[src/obdmp_pkg.sv]
// Shared types, constants and character helpers for the multi-PID reply parser.
package obdmp_pkg;

    localparam logic [1:0] UPD_NONE     = 2'd0;
    localparam logic [1:0] UPD_RPM      = 2'd1;
    localparam logic [1:0] UPD_THROTTLE = 2'd2;
    localparam logic [1:0] UPD_SPEED    = 2'd3;

    localparam logic [7:0] PID_RPM      = 8'h0C;
    localparam logic [7:0] PID_SPEED    = 8'h0D;
    localparam logic [7:0] PID_MAF      = 8'h10;
    localparam logic [7:0] PID_THROTTLE = 8'h11;

    localparam logic [7:0] CH_SPACE = 8'h20;
    localparam logic [7:0] CH_COLON = 8'h3A;
    localparam logic [7:0] CH_ZERO  = 8'h30;
    localparam logic [7:0] CH_NINE  = 8'h39;
    localparam logic [7:0] CH_ONE   = 8'h31;
    localparam logic [7:0] CH_FOUR  = 8'h34;

    localparam logic [13:0] RECV_MAX    = 14'h3FFF;
    localparam logic [2:0]  LEAD_CHARS  = 3'd3;
    localparam logic [2:0]  LINE_LEN_MAX = 3'd4;

    typedef enum logic [2:0] {
        PH_START   = 3'd0,
        PH_DIGIT   = 3'd1,
        PH_SPACE   = 3'd2,
        PH_FIRST   = 3'd3,
        PH_CODE_HI = 3'd4,
        PH_CODE_LO = 3'd5,
        PH_DATA    = 3'd6
    } phase_t;

    typedef struct packed {
        phase_t      phase;
        logic        first_frame;
        logic        stopped;
        logic [7:0]  pair_high;
        logic [7:0]  code;
        logic [15:0] data_value;
        logic [2:0]  data_chars;
        logic [13:0] received;
        logic        parsed;
    } parse_state_t;

    typedef struct packed {
        logic [1:0]  upd;
        logic [13:0] rpm;
        logic [6:0]  throttle;
        logic [7:0]  speed;
    } feed_result_t;

    // Hex digit value, 16 for anything else.
    function automatic logic [4:0] hex_val(input logic [7:0] c);
        logic [4:0] v;
        v = 5'd16;
        if (c >= 8'h30 && c <= 8'h39)
        begin
            v = {1'b0, c[3:0]};
        end
        else if ((c >= 8'h41 && c <= 8'h46) || (c >= 8'h61 && c <= 8'h66))
        begin
            v = {1'b0, c[3:0] + 4'd9};
        end
        return v;
    endfunction

    // Prefix-only two-digit hex value.
    function automatic logic [7:0] pair_val(input logic [7:0] h, input logic [7:0] l);
        logic [4:0] vh;
        logic [4:0] vl;
        logic [7:0] r;
        vh = hex_val(h);
        vl = hex_val(l);
        if (vh[4])
        begin
            r = 8'd0;
        end
        else if (vl[4])
        begin
            r = {4'd0, vh[3:0]};
        end
        else
        begin
            r = {vh[3:0], vl[3:0]};
        end
        return r;
    endfunction

    function automatic logic [13:0] sat_add(input logic [13:0] a, input logic [2:0] n);
        logic [14:0] s;
        s = {1'b0, a} + {12'd0, n};
        return s[14] ? RECV_MAX : s[13:0];
    endfunction

endpackage

[src/obdmp_feed.sv]
// One character step of the reply line parser.
module obdmp_feed (
    input  obdmp_pkg::parse_state_t st,
    input  logic [12:0]             expected,
    input  logic [7:0]              ch,
    output obdmp_pkg::parse_state_t st_next,
    output obdmp_pkg::feed_result_t res
);
    import obdmp_pkg::*;

    logic [7:0]  byte_val;
    logic [15:0] data_shift;
    logic [2:0]  chars_inc;
    logic [2:0]  group_len;
    logic        at_limit;
    logic [14:0] prod;
    logic [16:0] quot_sum;
    logic        first_pair;

    assign byte_val   = pair_val(st.pair_high, ch);
    assign data_shift = {st.data_value[7:0], byte_val};
    assign chars_inc  = st.data_chars + 3'd1;
    assign group_len  = (st.code == PID_RPM || st.code == PID_MAF) ? 3'd4 : 3'd2;
    assign at_limit   = (expected != 13'd0) && (st.received >= {1'b0, expected});
    // floor(x / 255) for x = byte_val * 100, which stays at or below 25500
    assign prod       = {7'd0, byte_val} * 15'd100;
    assign quot_sum   = {2'b00, prod} + {10'd0, prod[14:8]} + 17'd1;
    assign first_pair = (st.phase == PH_FIRST) || (st.phase == PH_DIGIT && ch != CH_COLON);

    always_comb
    begin
        st_next      = st;
        res.upd      = UPD_NONE;
        res.rpm      = data_shift[15:2];
        res.throttle = quot_sum[14:8];
        res.speed    = byte_val;
        if (!st.stopped)
        begin
            if (first_pair)
            begin
                if (st.pair_high == CH_FOUR && ch == CH_ONE)
                begin
                    st_next.first_frame = 1'b1;
                    st_next.received    = sat_add(st.received, 3'd2);
                    st_next.phase       = PH_CODE_HI;
                end
                else if (at_limit)
                begin
                    st_next.stopped = 1'b1;
                end
                else
                begin
                    st_next.code       = byte_val;
                    st_next.received   = sat_add(st.received, 3'd2);
                    st_next.data_chars = 3'd0;
                    st_next.data_value = 16'd0;
                    st_next.phase      = PH_DATA;
                end
            end
            else
            begin
                unique case (st.phase)
                    PH_START:
                    begin
                        if (ch >= CH_ZERO && ch <= CH_NINE)
                        begin
                            st_next.pair_high = ch;
                            st_next.phase     = PH_DIGIT;
                        end
                        else if (ch == CH_SPACE)
                        begin
                            st_next.phase = PH_SPACE;
                        end
                        else
                        begin
                            st_next.pair_high = ch;
                            st_next.phase     = PH_FIRST;
                        end
                    end
                    PH_DIGIT:
                    begin
                        st_next.phase = PH_SPACE;
                    end
                    PH_SPACE:
                    begin
                        if (ch != CH_SPACE)
                        begin
                            st_next.pair_high = ch;
                            st_next.phase     = PH_FIRST;
                        end
                    end
                    PH_CODE_HI:
                    begin
                        if (at_limit)
                        begin
                            st_next.stopped = 1'b1;
                        end
                        else
                        begin
                            st_next.pair_high = ch;
                            st_next.phase     = PH_CODE_LO;
                        end
                    end
                    PH_CODE_LO:
                    begin
                        st_next.code       = byte_val;
                        st_next.received   = sat_add(st.received, 3'd2);
                        st_next.data_chars = 3'd0;
                        st_next.data_value = 16'd0;
                        st_next.phase      = PH_DATA;
                    end
                    PH_DATA:
                    begin
                        st_next.data_chars = chars_inc;
                        if (!st.data_chars[0])
                        begin
                            st_next.pair_high = ch;
                        end
                        else
                        begin
                            st_next.data_value = data_shift;
                            if (chars_inc >= group_len)
                            begin
                                st_next.received = sat_add(st.received, group_len);
                                st_next.phase    = PH_CODE_HI;
                                if (st.code == PID_RPM && st.first_frame)
                                begin
                                    res.upd        = UPD_RPM;
                                    st_next.parsed = 1'b1;
                                end
                                else if (st.code == PID_THROTTLE && st.first_frame)
                                begin
                                    res.upd        = UPD_THROTTLE;
                                    st_next.parsed = 1'b1;
                                end
                                else if (st.code == PID_SPEED)
                                begin
                                    res.upd        = UPD_SPEED;
                                    st_next.parsed = 1'b1;
                                end
                            end
                        end
                    end
                    default:
                    begin
                        st_next = st;
                    end
                endcase
            end
        end
    end

endmodule

[src/obd_multi_pid_response_parser.sv]
// Top level of the mode-01 multi-PID reply parser.
//
//  channel  | handshake                  | payload
//  ---------+----------------------------+---------------------------------------------
//  item     | item_valid / item_ready    | mode, character
//  result   | result_valid / result_ready| rpm, throttle, speed, updated,
//           |                            | line_had_data, count_line
//
//  One item per cycle while item_ready is high; each result appears in the cycle after its item is taken.
//  Each character is parsed as it arrives; the first three characters of a line
//  also feed a running hex value used to spot a count line at end of line.
//  A single result register decouples the sides; item_ready drops only while
//  that register is full and result_ready is low.
//  Reset clears all parse state, counts and values; no clearing pass.
module obd_multi_pid_response_parser (
    input  logic        clk,
    input  logic        rst_n,
    input  logic        item_valid,
    output logic        item_ready,
    input  logic        mode,
    input  logic [7:0]  character,
    output logic        result_valid,
    input  logic        result_ready,
    output logic [13:0] rpm,
    output logic [6:0]  throttle,
    output logic [7:0]  speed,
    output logic [1:0]  updated,
    output logic        line_had_data,
    output logic        count_line
);
    import obdmp_pkg::*;

    parse_state_t parse_reg;
    parse_state_t parse_next;
    parse_state_t feed_next;
    parse_state_t line_clear;
    feed_result_t feed_res;

    logic [2:0]  line_length_reg;
    logic [11:0] lead_value_reg;
    logic        lead_hex_reg;
    logic [12:0] expected_reg;
    logic [13:0] rpm_reg;
    logic [6:0]  throttle_reg;
    logic [7:0]  speed_reg;
    logic        result_valid_reg;
    logic [1:0]  updated_reg;
    logic        had_reg;
    logic        count_reg;
    logic        accept;
    logic [4:0]  char_hex;
    logic        is_count_line;

    obdmp_feed u_feed (
        .st       (parse_reg),
        .expected (expected_reg),
        .ch       (character),
        .st_next  (feed_next),
        .res      (feed_res)
    );

    assign item_ready    = !result_valid_reg || result_ready;
    assign accept        = item_valid && item_ready;
    assign char_hex      = hex_val(character);
    assign is_count_line = lead_hex_reg && (line_length_reg <= LEAD_CHARS);

    always_comb
    begin
        line_clear            = '0;
        line_clear.phase      = PH_START;
        line_clear.received   = parse_reg.received;
        parse_next            = line_clear;
        if (is_count_line)
        begin
            parse_next.received = 14'd0;
        end
    end

    always_ff @(posedge clk or negedge rst_n)
    begin
        if (!rst_n)
        begin
            parse_reg        <= '{phase: PH_START, default: '0};
            line_length_reg  <= 3'd0;
            lead_value_reg   <= 12'd0;
            lead_hex_reg     <= 1'b1;
            expected_reg     <= 13'd0;
            rpm_reg          <= 14'd0;
            throttle_reg     <= 7'd0;
            speed_reg        <= 8'd0;
            result_valid_reg <= 1'b0;
            updated_reg      <= UPD_NONE;
            had_reg          <= 1'b0;
            count_reg        <= 1'b0;
        end
        else
        begin
            if (result_valid_reg && result_ready && !accept)
            begin
                result_valid_reg <= 1'b0;
            end
            if (accept)
            begin
                result_valid_reg <= 1'b1;
                if (!mode)
                begin
                    parse_reg   <= feed_next;
                    updated_reg <= feed_res.upd;
                    had_reg     <= 1'b0;
                    count_reg   <= 1'b0;
                    unique case (feed_res.upd)
                        UPD_RPM:      rpm_reg      <= feed_res.rpm;
                        UPD_THROTTLE: throttle_reg <= feed_res.throttle;
                        UPD_SPEED:    speed_reg    <= feed_res.speed;
                        default:      rpm_reg      <= rpm_reg;
                    endcase
                    if (line_length_reg < LINE_LEN_MAX)
                    begin
                        line_length_reg <= line_length_reg + 3'd1;
                    end
                    if (line_length_reg < LEAD_CHARS)
                    begin
                        if (char_hex[4])
                        begin
                            lead_hex_reg <= 1'b0;
                        end
                        else
                        begin
                            lead_value_reg <= {lead_value_reg[7:0], char_hex[3:0]};
                        end
                    end
                end
                else
                begin
                    parse_reg       <= parse_next;
                    updated_reg     <= UPD_NONE;
                    line_length_reg <= 3'd0;
                    lead_value_reg  <= 12'd0;
                    lead_hex_reg    <= 1'b1;
                    if (is_count_line)
                    begin
                        expected_reg <= {lead_value_reg, 1'b0};
                        count_reg    <= 1'b1;
                        had_reg      <= 1'b0;
                    end
                    else
                    begin
                        count_reg <= 1'b0;
                        had_reg   <= parse_reg.parsed;
                    end
                end
            end
        end
    end

    assign result_valid  = result_valid_reg;
    assign rpm           = rpm_reg;
    assign throttle      = throttle_reg;
    assign speed         = speed_reg;
    assign updated       = updated_reg;
    assign line_had_data = had_reg;
    assign count_line    = count_reg;

`ifndef SYNTHESIS
    a_count_excl: assert property (@(posedge clk) disable iff (!rst_n)
        result_valid_reg |-> !(count_reg && (had_reg || updated_reg != UPD_NONE)))
        else $error("count line result carries parse data");

    a_eol_clears: assert property (@(posedge clk) disable iff (!rst_n)
        (accept && mode) |=> (parse_reg.phase == PH_START && line_length_reg == 3'd0))
        else $error("line state not cleared at end of line");

    a_len_range: assert property (@(posedge clk) disable iff (!rst_n)
        line_length_reg <= LINE_LEN_MAX)
        else $error("line length out of range");

    a_throttle_range: assert property (@(posedge clk) disable iff (!rst_n)
        throttle_reg <= 7'd100)
        else $error("throttle above 100 percent");

    a_count_resets_recv: assert property (@(posedge clk) disable iff (!rst_n)
        (accept && mode && is_count_line) |=> (parse_reg.received == 14'd0 && count_reg))
        else $error("count line did not reset received count");
`endif

endmodule

[config.mk]
export PLATFORM = sky130hd
export DESIGN_NAME = obd_multi_pid_response_parser
export DESIGN_NICKNAME = d
export VERILOG_FILES = /design/src/obdmp_pkg.sv /design/src/obdmp_feed.sv /design/src/obd_multi_pid_response_parser.sv
export SDC_FILE = /design/constraint.sdc
export NUM_CORES = 1
export LEC_CHECK = 0
export ABC_AREA = 1
export BUFFER_PORTS_ARGS = -buffer_cell sky130_fd_sc_hd__buf_2
export CORE_MARGIN = 4
export CORE_UTILIZATION = 33
export DETAILED_ROUTE_END_ITERATION = 7
export PLACE_DENSITY = 0.54
export SYNTH_ARGS = -nofsm -noshare
export SYNTH_HDL_FRONTEND = slang
export SYNTH_SLANG_ARGS = --single-unit
export TNS_END_PERCENT = 30
[constraint.sdc]
create_clock -name clk -period 10.5 [get_ports clk]
set_input_delay 2.1 -clock clk [delete_from_list [all_inputs] [get_ports clk]]
set_output_delay 2.1 -clock clk [all_outputs]
set_load 0.005 [all_outputs]
==> results of run 1 <==
-- worst min-delay path, cell delays in order (launching register included) --
cell     delay [ns]
dfstp_2        0.37
o21ai_0        0.06
nand2_1        0.05
-- cells in the mapped netlist, types with 11 or more instances --
| cell type | n | share of area, % |
|---|---|---|
| nand2_1 | 253 | 12 |
| o21ai_0 | 40 | 2.6 |
| o21ai_2 | 31 | 3.5 |
| nand3_1 | 70 | 4.5 |
| nand2_2 | 26 | 2.1 |
| o21ai_1 | 27 | 1.7 |
| nand4_1 | 31 | 2.5 |
| dfrtp_1 | 108 | 35 |
| ha_1 | 60 | 9.7 |
| o22ai_1 | 11 | 0.89 |
| a21oi_1 | 31 | 2.0 |
| inv_1 | 133 | 6.5 |
| nor2_1 | 63 | 3.1 |
| inv_2 | 16 | 0.78 |
| xor2_1 | 14 | 1.6 |
-- kinds of logic (layout without fill, tap and decap cells) --
kind of cell / count (synthesis) / in the layout / share of synthesized area [%]
compound gates: 156 / 156 / 12.6
xor+xnor: 15 / 15 / 1.70
fa+ha+maj: 64 / 64 / 10.7
buf+inv: 175 / 220 / 9.65
flops: 109 / 109 / 35.3
simple gates: 484 / 484 / 30.1
-- where the power goes --
group          leakage [nW]  switching [mW]  internal, mW
Clock                 0.156           0.170         0.211
Combinational          2.64           0.412         0.196
Sequential             1.49          0.0793         0.485
Total                  4.29           0.662         0.892
-- cell type report --
cell class,count,area share (%)
Multi-Input combinational cell,719,49.8
Sequential cell,109,31.9
Inverter,153,6.90
Tap cell,313,4.57
Timing Repair Buffer,51,3.13
Clock buffer,9,2.63
Clock inverter,7,1.11
-- metrics by stage --
stage | cell area (µm²) | worst slack, ns | cells | util [%]
after floorplan | 7740 | 4.10 | 1003 | -
after global placement | 8240 | 3.20 | 1344 | 36.1
after detailed placement | 8240 | 3.17 | 1344 | 36.1
after CTS | 8560 | 3.54 | 1360 | 37.5
after global routing | 8560 | 3.02 | 1361 | 37.5
final | 8560 | 3.51 | 1361 | 37.5
-- per-layer routing --
metal  wire length (µm)  share of wire, %
met5                  7             0.036
met4                168              0.87
met3                679               3.5
met2               8110                42
met1              10300                53
-- worst max path at each step --
stage / start / end / slack [ns] / cells past startpoint
global route: character[0] / throttle[4] / 3.02 / 29
detailed placement: character[0] / throttle[1] / 3.17 / 30
CTS: character[0] / throttle[1] / 3.54 / 30
finish: character[0] / throttle[1] / 3.51 / 32
global placement: character[0] / throttle[1] / 3.20 / 30
floorplan: character[0] / throttle[1] / 4.10 / 29
-- placed cells by master, fill, tap and decap left out, types with 3 or more instances in the layout --
cell | synthesis | final
xor2_1 | 14 | 14
nand3_1 | 70 | 70
inv_2 | 16 | 16
nand3_4 | 4 | 4
o21ai_1 | 27 | 27
o22ai_1 | 11 | 11
a21oi_1 | 31 | 31
nand3b_1 | 3 | 3
o21ai_0 | 40 | 40
dfrtp_1 | 108 | 108
inv_1 | 133 | 133
o21ai_2 | 31 | 31
clkbuf_16 | 0 | 9
nand2_2 | 26 | 26
nand2_1 | 253 | 253
nor3_1 | 5 | 5
buf_4 | 0 | 5
buf_2 | 7 | 46
nor2_4 | 4 | 4
o21a_1 | 3 | 3
fa_1 | 4 | 4
nand4_1 | 31 | 31
ha_1 | 60 | 60
nand4_4 | 3 | 3
nor2_2 | 7 | 8
nor2_1 | 63 | 62
==> out/results.tsv, run 1 <==
stage	metric	value	unit
hold_path	Min-Delay Endpoint	lead_hex_reg	
clocking	hold bufs inserted after CTS	0	
pwr	VDD IR max	0.0879	mV
clocking	register clock-pin slew on the reported worst setup and hold paths	0.08	ns
synthesis	Unique masters post-synth	55	
sta	Period minus WS final	6.99	ns
finish	sequential cell area	2730	µm²
setup_path	reg2reg setup slack	4.90	ns
clocking	CTS root buf	clkbuf_16	
global_route	vias in the first global route	6129	
global_route	busiest grt layer	met2	
sta	RSZ-0062 raised after global routing	no	
setup_path	nature of the critical path startpoint	input pin	
finish	share of cells above drive strength 1	16.8	%
hold_path	min-delay src	lead_hex_reg	
setup_path	crit path kind	in2reg	
synthesis	sequential element share of the synthesized area	35.3	%
setup_path	CP dominant cell by count	nand2_1	
synthesis	Post-Syn Instances	1003	
detailed_routing	routed vias	6460	
setup_path	CP max-delay cell	fa_1	
synthesis	Synthesized Nets	1080	
setup_path	WP data required	10.75	ns
clocking	TritonCTS Buffers	9	
hold_path	worst hold-check path type	reg2reg	
floorplanning	Die Ht	161	µm
sta	Worst Tran Pin Value	0.962	ns
placement	DP Wirelength	14700	µm
global_route	grt met2 use	23.1	%
finish	multi-input combinational cell area	4270	µm²
sta	skew final	0.0103	ns
setup_path	CP top delay family	simple AND/OR/NAND/NOR gates	
setup_path	CP max stage delay	0.47	ns
detailed_routing	routed wire length	19200	µm
global_route	met3 global-route usage	2.65	%
global_route	largest net degree at the start of global routing	73	
detailed_routing	DR vias/cell	4.75	
global_route	grt met1 use	22.4	%
setup_path	arrival time at the worst endpoint	7.25	ns
sta	Max Freq	0.143	GHz
setup_path	Crit. End Element	flip-flop	
floorplanning	Die W	161	µm
clocking	H-tree levels	3	
finish	max reg flops	33	
finish	diode count	0	
finish	# fillers	2466	
flow_run	MaxCap Viol Count	0	
sta	Tcrit/Tclk final	66.6	%
detailed_routing	Routed Antenna Nets	0	
clocking	CTS tree	done	
synthesis	Mapped Avg Cell Area	7.72	µm²
global_route	first-pass GRT wire length	32000	µm
placement	PortBufs	47	
setup_path	largest fanout on the critical path	8	
clocking	Clock Sinks	109	
sta	final number of max-transition violations	0	
sta	final hold violations	0	
pwr	pwr/cell area	181	nW/µm²
sta	hold_ws	0.475	ns
synthesis	asr flop ratio synth	100	%
clocking	postcts setup bufs	0	
detailed_routing	DRC Markers	0	
synthesis	synth warn	0	
setup_path	worst r2r dst	throttle[1]	
setup_path	reg2reg start	parse_reg[42]	
floorplanning	starting density of the core	33.9	%
clocking	Clock Tree Buf Depth	2	
global_route	grt total ovfl	0	
setup_path	R2R depth	32	
floorplanning	io pins	48	
finish	Nets	1120	
sta	# setup viols final	0	
synthesis	Seq cells post-synth	109	
detailed_routing	DR iter-0 viols	450	
clocking	post_cts resized	0	
pwr	Leakage	4.29	nW
detailed_routing	drt pass-1 iters	5	
hold_path	Hold Path Stages	2	
synthesis	Main synth FF type	dfrtp_1	
setup_path	worst path bufs/invs	5	
global_route	initial antenna violation count	1	
placement	routability cong.	0.870	
sta	Setup TNS	0	ns
finish	Layout area overhead	10.7	%
floorplanning	total core area	22800	µm²
clocking	Clock Latency Late Sink	0.36	ns
floorplanning	Die ar.	26000	µm²
global_route	gr usage total	15.0	%
floorplanning	row count	55	
pwr	total power	1.55	mW
detailed_routing	DR WL/cell	14.1	µm
synthesis	Post-synth EDFFs	0	
status	outcome	finished clean	
synthesis	Cell Area, Synth	7740	µm²
sta	Slew HR	35.8	%
Note: power is estimated with default switching activity, not from simulation.
==> inputs of run 2 (changes only) <==
clock period = 6.62 ns   (was 10.5 ns; I/O delays follow)
==> run 2 against run 1 <==
  * Worst setup slack worse by 2.9 ns
  * Non-clock buffer count is 2 higher
  * Routed wire length rose by 0.72%
  * Global-route usage is 0.32 points higher
  * Clock skew up 0.0051 ns
  * Final cell count up 0.15%
  * First-iteration DRC count grew 8.0%
  * Register-to-register slack got worse by 3.7 ns
  * Count of clock-buffer cells in the layout rose by 2
  * Largest power group unchanged
==> out/results.tsv, run 2 (same netlist as run 1, synthesis figures left out) <==
stage	metric	value	unit
sta	Tcrit/Tclk final	90.9	%
setup_path	arrival time at the worst endpoint	6.27	ns
floorplanning	Die Ht	161	µm
detailed_routing	Routed Antenna Nets	0	
detailed_routing	DRC Markers	0	
finish	diode count	0	
sta	Slew HR	17.6	%
status	outcome	finished clean	
floorplanning	io pins	48	
pwr	VDD IR max	0.153	mV
clocking	TritonCTS Buffers	9	
global_route	met3 global-route usage	2.58	%
clocking	Clock Sinks	109	
floorplanning	starting density of the core	33.9	%
global_route	busiest grt layer	met2	
pwr	clock network power share	24.8	%
pwr	Switching Share	42.4	%
pwr	pwr/cell area	289	nW/µm²
finish	commonest non-fill, non-tap cells in the layout	nand2_1, inv_1, dfrtp_1	
finish	share of cells above drive strength 1	17.0	%
setup_path	crit path kind	in2reg	
detailed_routing	DR vias/cell	4.85	
detailed_routing	drt pass-1 iters	5	
setup_path	Crit. End Element	flip-flop	
floorplanning	Die ar.	26000	µm²
setup_path	nature of the critical path startpoint	input pin	
detailed_routing	DR WL/cell	14.2	µm
floorplanning	total core area	22800	µm²
clocking	CTS tree	done	
detailed_routing	DR iter-0 viols	486	
finish	Layout area overhead	11.0	%
placement	routability cong.	0.853	
pwr	P_sw	1.05	mW
finish	most common cell after layout, fill and taps aside	nand2_1	
detailed_routing	routed vias	6616	
pwr	internal power of the cells	1.43	mW
clocking	Clock Tree Buf Depth	2	
setup_path	CP max-delay cell	fa_1	
pwr	logic gate share of total power	39.0	%
finish	max reg flops	33	
setup_path	CP dominant cell by count	nand2_1	
setup_path	largest fanout on the critical path	7	
clocking	register clock-pin slew on the reported worst setup and hold paths	0.08	ns
pwr	Flop pwr share	36.2	%
pwr	total power	2.48	mW
global_route	grt met2 use	23.7	%
setup_path	CP max stage delay	0.44	ns
global_route	initial antenna violation count	1	
sta	skew final	0.0154	ns
sta	Max Freq	0.166	GHz
setup_path	WP data required	6.87	ns
global_route	largest net degree at the start of global routing	70	
detailed_routing	routed wire length	19400	µm
placement	DP Wirelength	14800	µm
flow_run	MaxCap Viol Count	0	
sta	final number of max-transition violations	0	
global_route	first-pass GRT wire length	32900	µm
hold_path	worst hold-check path type	reg2reg	
placement	PortBufs	47	
sta	Setup TNS	0	ns
sta	final hold violations	0	
sta	hold_ws	0.478	ns
floorplanning	row count	55	
clocking	hold bufs inserted after CTS	0	
floorplanning	Die W	161	µm
finish	# fillers	2484	
clocking	postcts setup bufs	0	
global_route	vias in the first global route	6291	
finish	Nets	1122	
clocking	H-tree levels	3	
sta	Worst Tran Pin Value	1.23	ns
global_route	grt total ovfl	0	
clocking	Clock Latency Late Sink	0.36	ns
global_route	gr usage total	15.4	%
global_route	grt met1 use	22.9	%
pwr	Leakage	4.31	nW
sta	# setup viols final	0	
clocking	CTS root buf	clkbuf_16	
sta	Period minus WS final	6.02	ns
sta	RSZ-0062 raised after global routing	no	
[run 2: metal layers]
layer / up-vias / routed length [µm]
met3: 12 / 761
met4: 2 / 149
met5: - / 18
met1: 3121 / 10100
met2: 119 / 8380
li1: 3362 / -
[run 2: what timing repair did]
item / 4_1_cts / 5_1_grt
setup endpoints to repair: 0 / 2
hold endpoints to repair: 0 / 0
resized for setup: 0 / 1
[run 2: worst paths after layout]
kind	start	endpoint	slack, ns	cells past startpoint
worst max-delay path	character[0]	throttle[4]	0.60	33
worst min-delay path	lead_hex_reg	lead_hex_reg	0.48	2
worst max register to register	parse_reg[42]	throttle[4]	1.25	31
worst min register to register	lead_hex_reg	lead_hex_reg	0.48	2
max in group asynchronous	rst_n	parse_reg[41]	4.43	2
min in group asynchronous	rst_n	line_clear[12]	1.11	1
[run 2: cell type report]
class	instances	area (µm²)	share of cell area (%)
multi-input combinational	719	4270	49.7
timing repair buffer	53	283	3.29
clock inverter	5	88.8	1.03
inverter	153	591	6.87
clock buffer	11	243	2.82
tap	313	392	4.56
sequential	109	2730	31.8
[run 2: critical path, delay by kind of cell]
kind,cells,cell delay [ns]
AO/OA/AOI/OAI,4,0.67
AND/OR/NAND/NOR,18,1.96
buffers and inverters,5,0.48
adder cells (fa/ha/maj),6,1.80
[run 2: through the flow]
step                      setup WS [ns]  cell area (µm²)  util, %  std cells
final                             0.602             8590     37.6       1363
after global routing            0.00267             8590     37.6       1363
after CTS                         0.610             8590     37.6       1363
after detailed placement          0.255             8260     36.2       1347
after global placement            0.382             8260     36.2       1347
after floorplan                    1.00             7740        -       1003
[run 2: power by group through the flow]
stage	combinational, mW	clock, mW	sequential, mW
2_1_floorplan	0.790	0	0.865
3_3_place_gp	0.967	0	0.908
3_5_place_dp	0.976	0	0.909
4_1_cts	0.981	0.637	0.896
5_1_grt	1.13	0.659	0.915
6_report	0.969	0.615	0.899
==> inputs of run 3 (changes only) <==
CAP_MARGIN = 20   (was unset)
PLACE_DENSITY = 0.53   (was 0.54)
SKIP_CTS_REPAIR_TIMING = 1   (was unset)
SYNTH_HIERARCHICAL = 1   (was unset)
==> run 3 against run 2 <==
  * Sequential share of layout area down 4.5 points
  * Global-route usage grew 1.4 points
  * Combinational power up 43%
  * Clock skew shrank 0.0012 ns
  * Design area is 16% higher
  * Hold slack worse by 0.015 ns
  * Synthesized area up 20%
  * Register-to-register slack lost 0.20 ns
  * Non-clock buffer count rose by 5
  * First-iteration DRC count up 53%
==> out/results.tsv, run 3 <==
stage	metric	value	unit
status	outcome	finished clean	
finish	commonest non-fill, non-tap cells in the layout	nand2_1, inv_1, dfrtp_1	
pwr	VDD IR max	0.124	mV
detailed_routing	DR iter-0 viols	745	
clocking	Clock Latency Late Sink	0.36	ns
floorplanning	io pins	48	
setup_path	CP max-delay cell	fa_1	
finish	diode count	0	
sta	Worst Tran Pin Value	0.844	ns
global_route	initial antenna violation count	0	
clocking	TritonCTS Buffers	9	
floorplanning	Die W	176	µm
pwr	P_sw	1.38	mW
finish	Post-Layout Cell Count	1707	
synthesis	Cell Area, Synth	9310	µm²
global_route	gr usage total	16.7	%
synthesis	Mapped Avg Cell Area	7.07	µm²
hold_path	Hold Path Stages	2	
setup_path	R2R depth	34	
setup_path	largest fanout on the critical path	8	
global_route	grt total ovfl	0	
setup_path	reg2reg start	parse_reg[42]	
sta	Slew HR	43.8	%
detailed_routing	DRC Markers	0	
sta	skew final	0.0142	ns
clocking	register clock-pin slew on the reported worst setup and hold paths	0.09	ns
floorplanning	row count	61	
placement	Post-Place Cells	1690	
finish	share of cells above drive strength 1	12.2	%
clocking	Clock Sinks	109	
placement	PortBufs	47	
sta	RSZ-0062 raised after global routing	no	
detailed_routing	DR vias/cell	4.95	
finish	most common cell after layout, fill and taps aside	nand2_1	
clocking	CTS root buf	clkbuf_16	
floorplanning	Die ar.	31000	µm²
flow_run	MaxCap Viol Count	0	
finish	Final Util	36.0	%
sta	Period minus WS final	6.08	ns
pwr	total power	2.86	mW
detailed_routing	Routed Antenna Nets	0	
setup_path	CP dominant cell by count	inv_1	
finish	Nets	1403	
finish	# fillers	3028	
pwr	Leakage	4.96	nW
hold_path	worst hold-check path type	reg2reg	
pwr	internal power of the cells	1.48	mW
sta	final number of max-transition violations	0	
floorplanning	total core area	27800	µm²
global_route	first-pass GRT wire length	42700	µm
sta	# setup viols final	0	
hold_path	min-delay src	lead_hex_reg	
sta	Max Freq	0.165	GHz
sta	final hold violations	0	
setup_path	arrival time at the worst endpoint	6.33	ns
global_route	vias in the first global route	8191	
pwr	Switching Share	48.2	%
synthesis	synth warn	6	
setup_path	CP startpoint	character[1]	
detailed_routing	routed wire length	25500	µm
pwr	Flop pwr share	30.6	%
setup_path	WP data required	6.88	ns
detailed_routing	DR WL/cell	14.9	µm
detailed_routing	routed vias	8452	
floorplanning	Die Ht	176	µm
finish	Layout area overhead	7.53	%
pwr	pwr/cell area	286	nW/µm²
synthesis	Post-Syn Instances	1316	
sta	Tcrit/Tclk final	91.8	%
sta	Setup TNS	0	ns
pwr	logic gate share of total power	48.7	%
clocking	H-tree levels	3	
placement	routability cong.	0.876	
pwr	clock network power share	20.7	%
placement	DP Wirelength	18500	µm
clocking	Clock Tree Buf Depth	2	
setup_path	CP max stage delay	0.50	ns
detailed_routing	drt pass-1 iters	5	
setup_path	nature of the critical path startpoint	input pin	
finish	max reg flops	33	
setup_path	Crit. End Element	flip-flop	
setup_path	crit path kind	in2reg	
clocking	CTS tree	done	
global_route	largest net degree at the start of global routing	62	
floorplanning	starting density of the core	33.5	%
[run 3: power groups by stage]
stage	Combinational, mW	Clock, mW	Sequential [mW]
floorplan	1.13	0	0.846
global placement	1.37	0	0.887
detailed placement	1.38	0	0.887
CTS	1.38	0.617	0.876
global route	1.57	0.639	0.892
finish	1.39	0.592	0.876
[run 3: through the flow]
step | instance area, µm² | setup WS [ns] | hold WS [ns]
2_1_floorplan | 9310 | 0.747 | 0.439
3_3_place_gp | 9690 | 0.347 | 0.449
3_5_place_dp | 9690 | 0.157 | 0.451
4_1_cts | 10000 | 0.543 | 0.463
5_1_grt | 10000 | 0.00772 | 0.508
6_report | 10000 | 0.542 | 0.463
[run 3: per-layer routing]
metal  global-route usage [%]  routed length, µm
met5                        0                  0
met4                     3.74                325
met3                     1.91                944
met2                     26.6              11200
met1                     24.5              13000
[run 3: layout make-up]
cell class | count | area, µm² | area share (%)
clock buffer | 10 | 229 | 2.29
clock inverter | 6 | 77.6 | 0.775
inverter | 203 | 762 | 7.61
multi-input combinational | 943 | 5420 | 54.1
sequential | 109 | 2730 | 27.3
tap | 378 | 473 | 4.73
timing repair buffer | 58 | 320 | 3.20
[run 3: worst paths after layout]
| kind | to | slack, ns |
|---|---|---|
| min in group asynchronous | line_clear[13] | 1.00 |
| setup reg to reg | throttle[6] | 1.05 |
| max in group asynchronous | parse_reg[42] | 4.37 |
| setup / recovery | throttle[6] | 0.54 |
| hold reg to reg | lead_hex_reg | 0.46 |
| hold / removal | lead_hex_reg | 0.46 |
[run 3: worst max-delay path, delay by kind of cell]
kind	cells	cell delay, ns
simple gates	14	1.51
xor+xnor	1	0.24
buf+inv	9	0.78
compound gates	4	0.53
fa+ha+maj	6	1.95
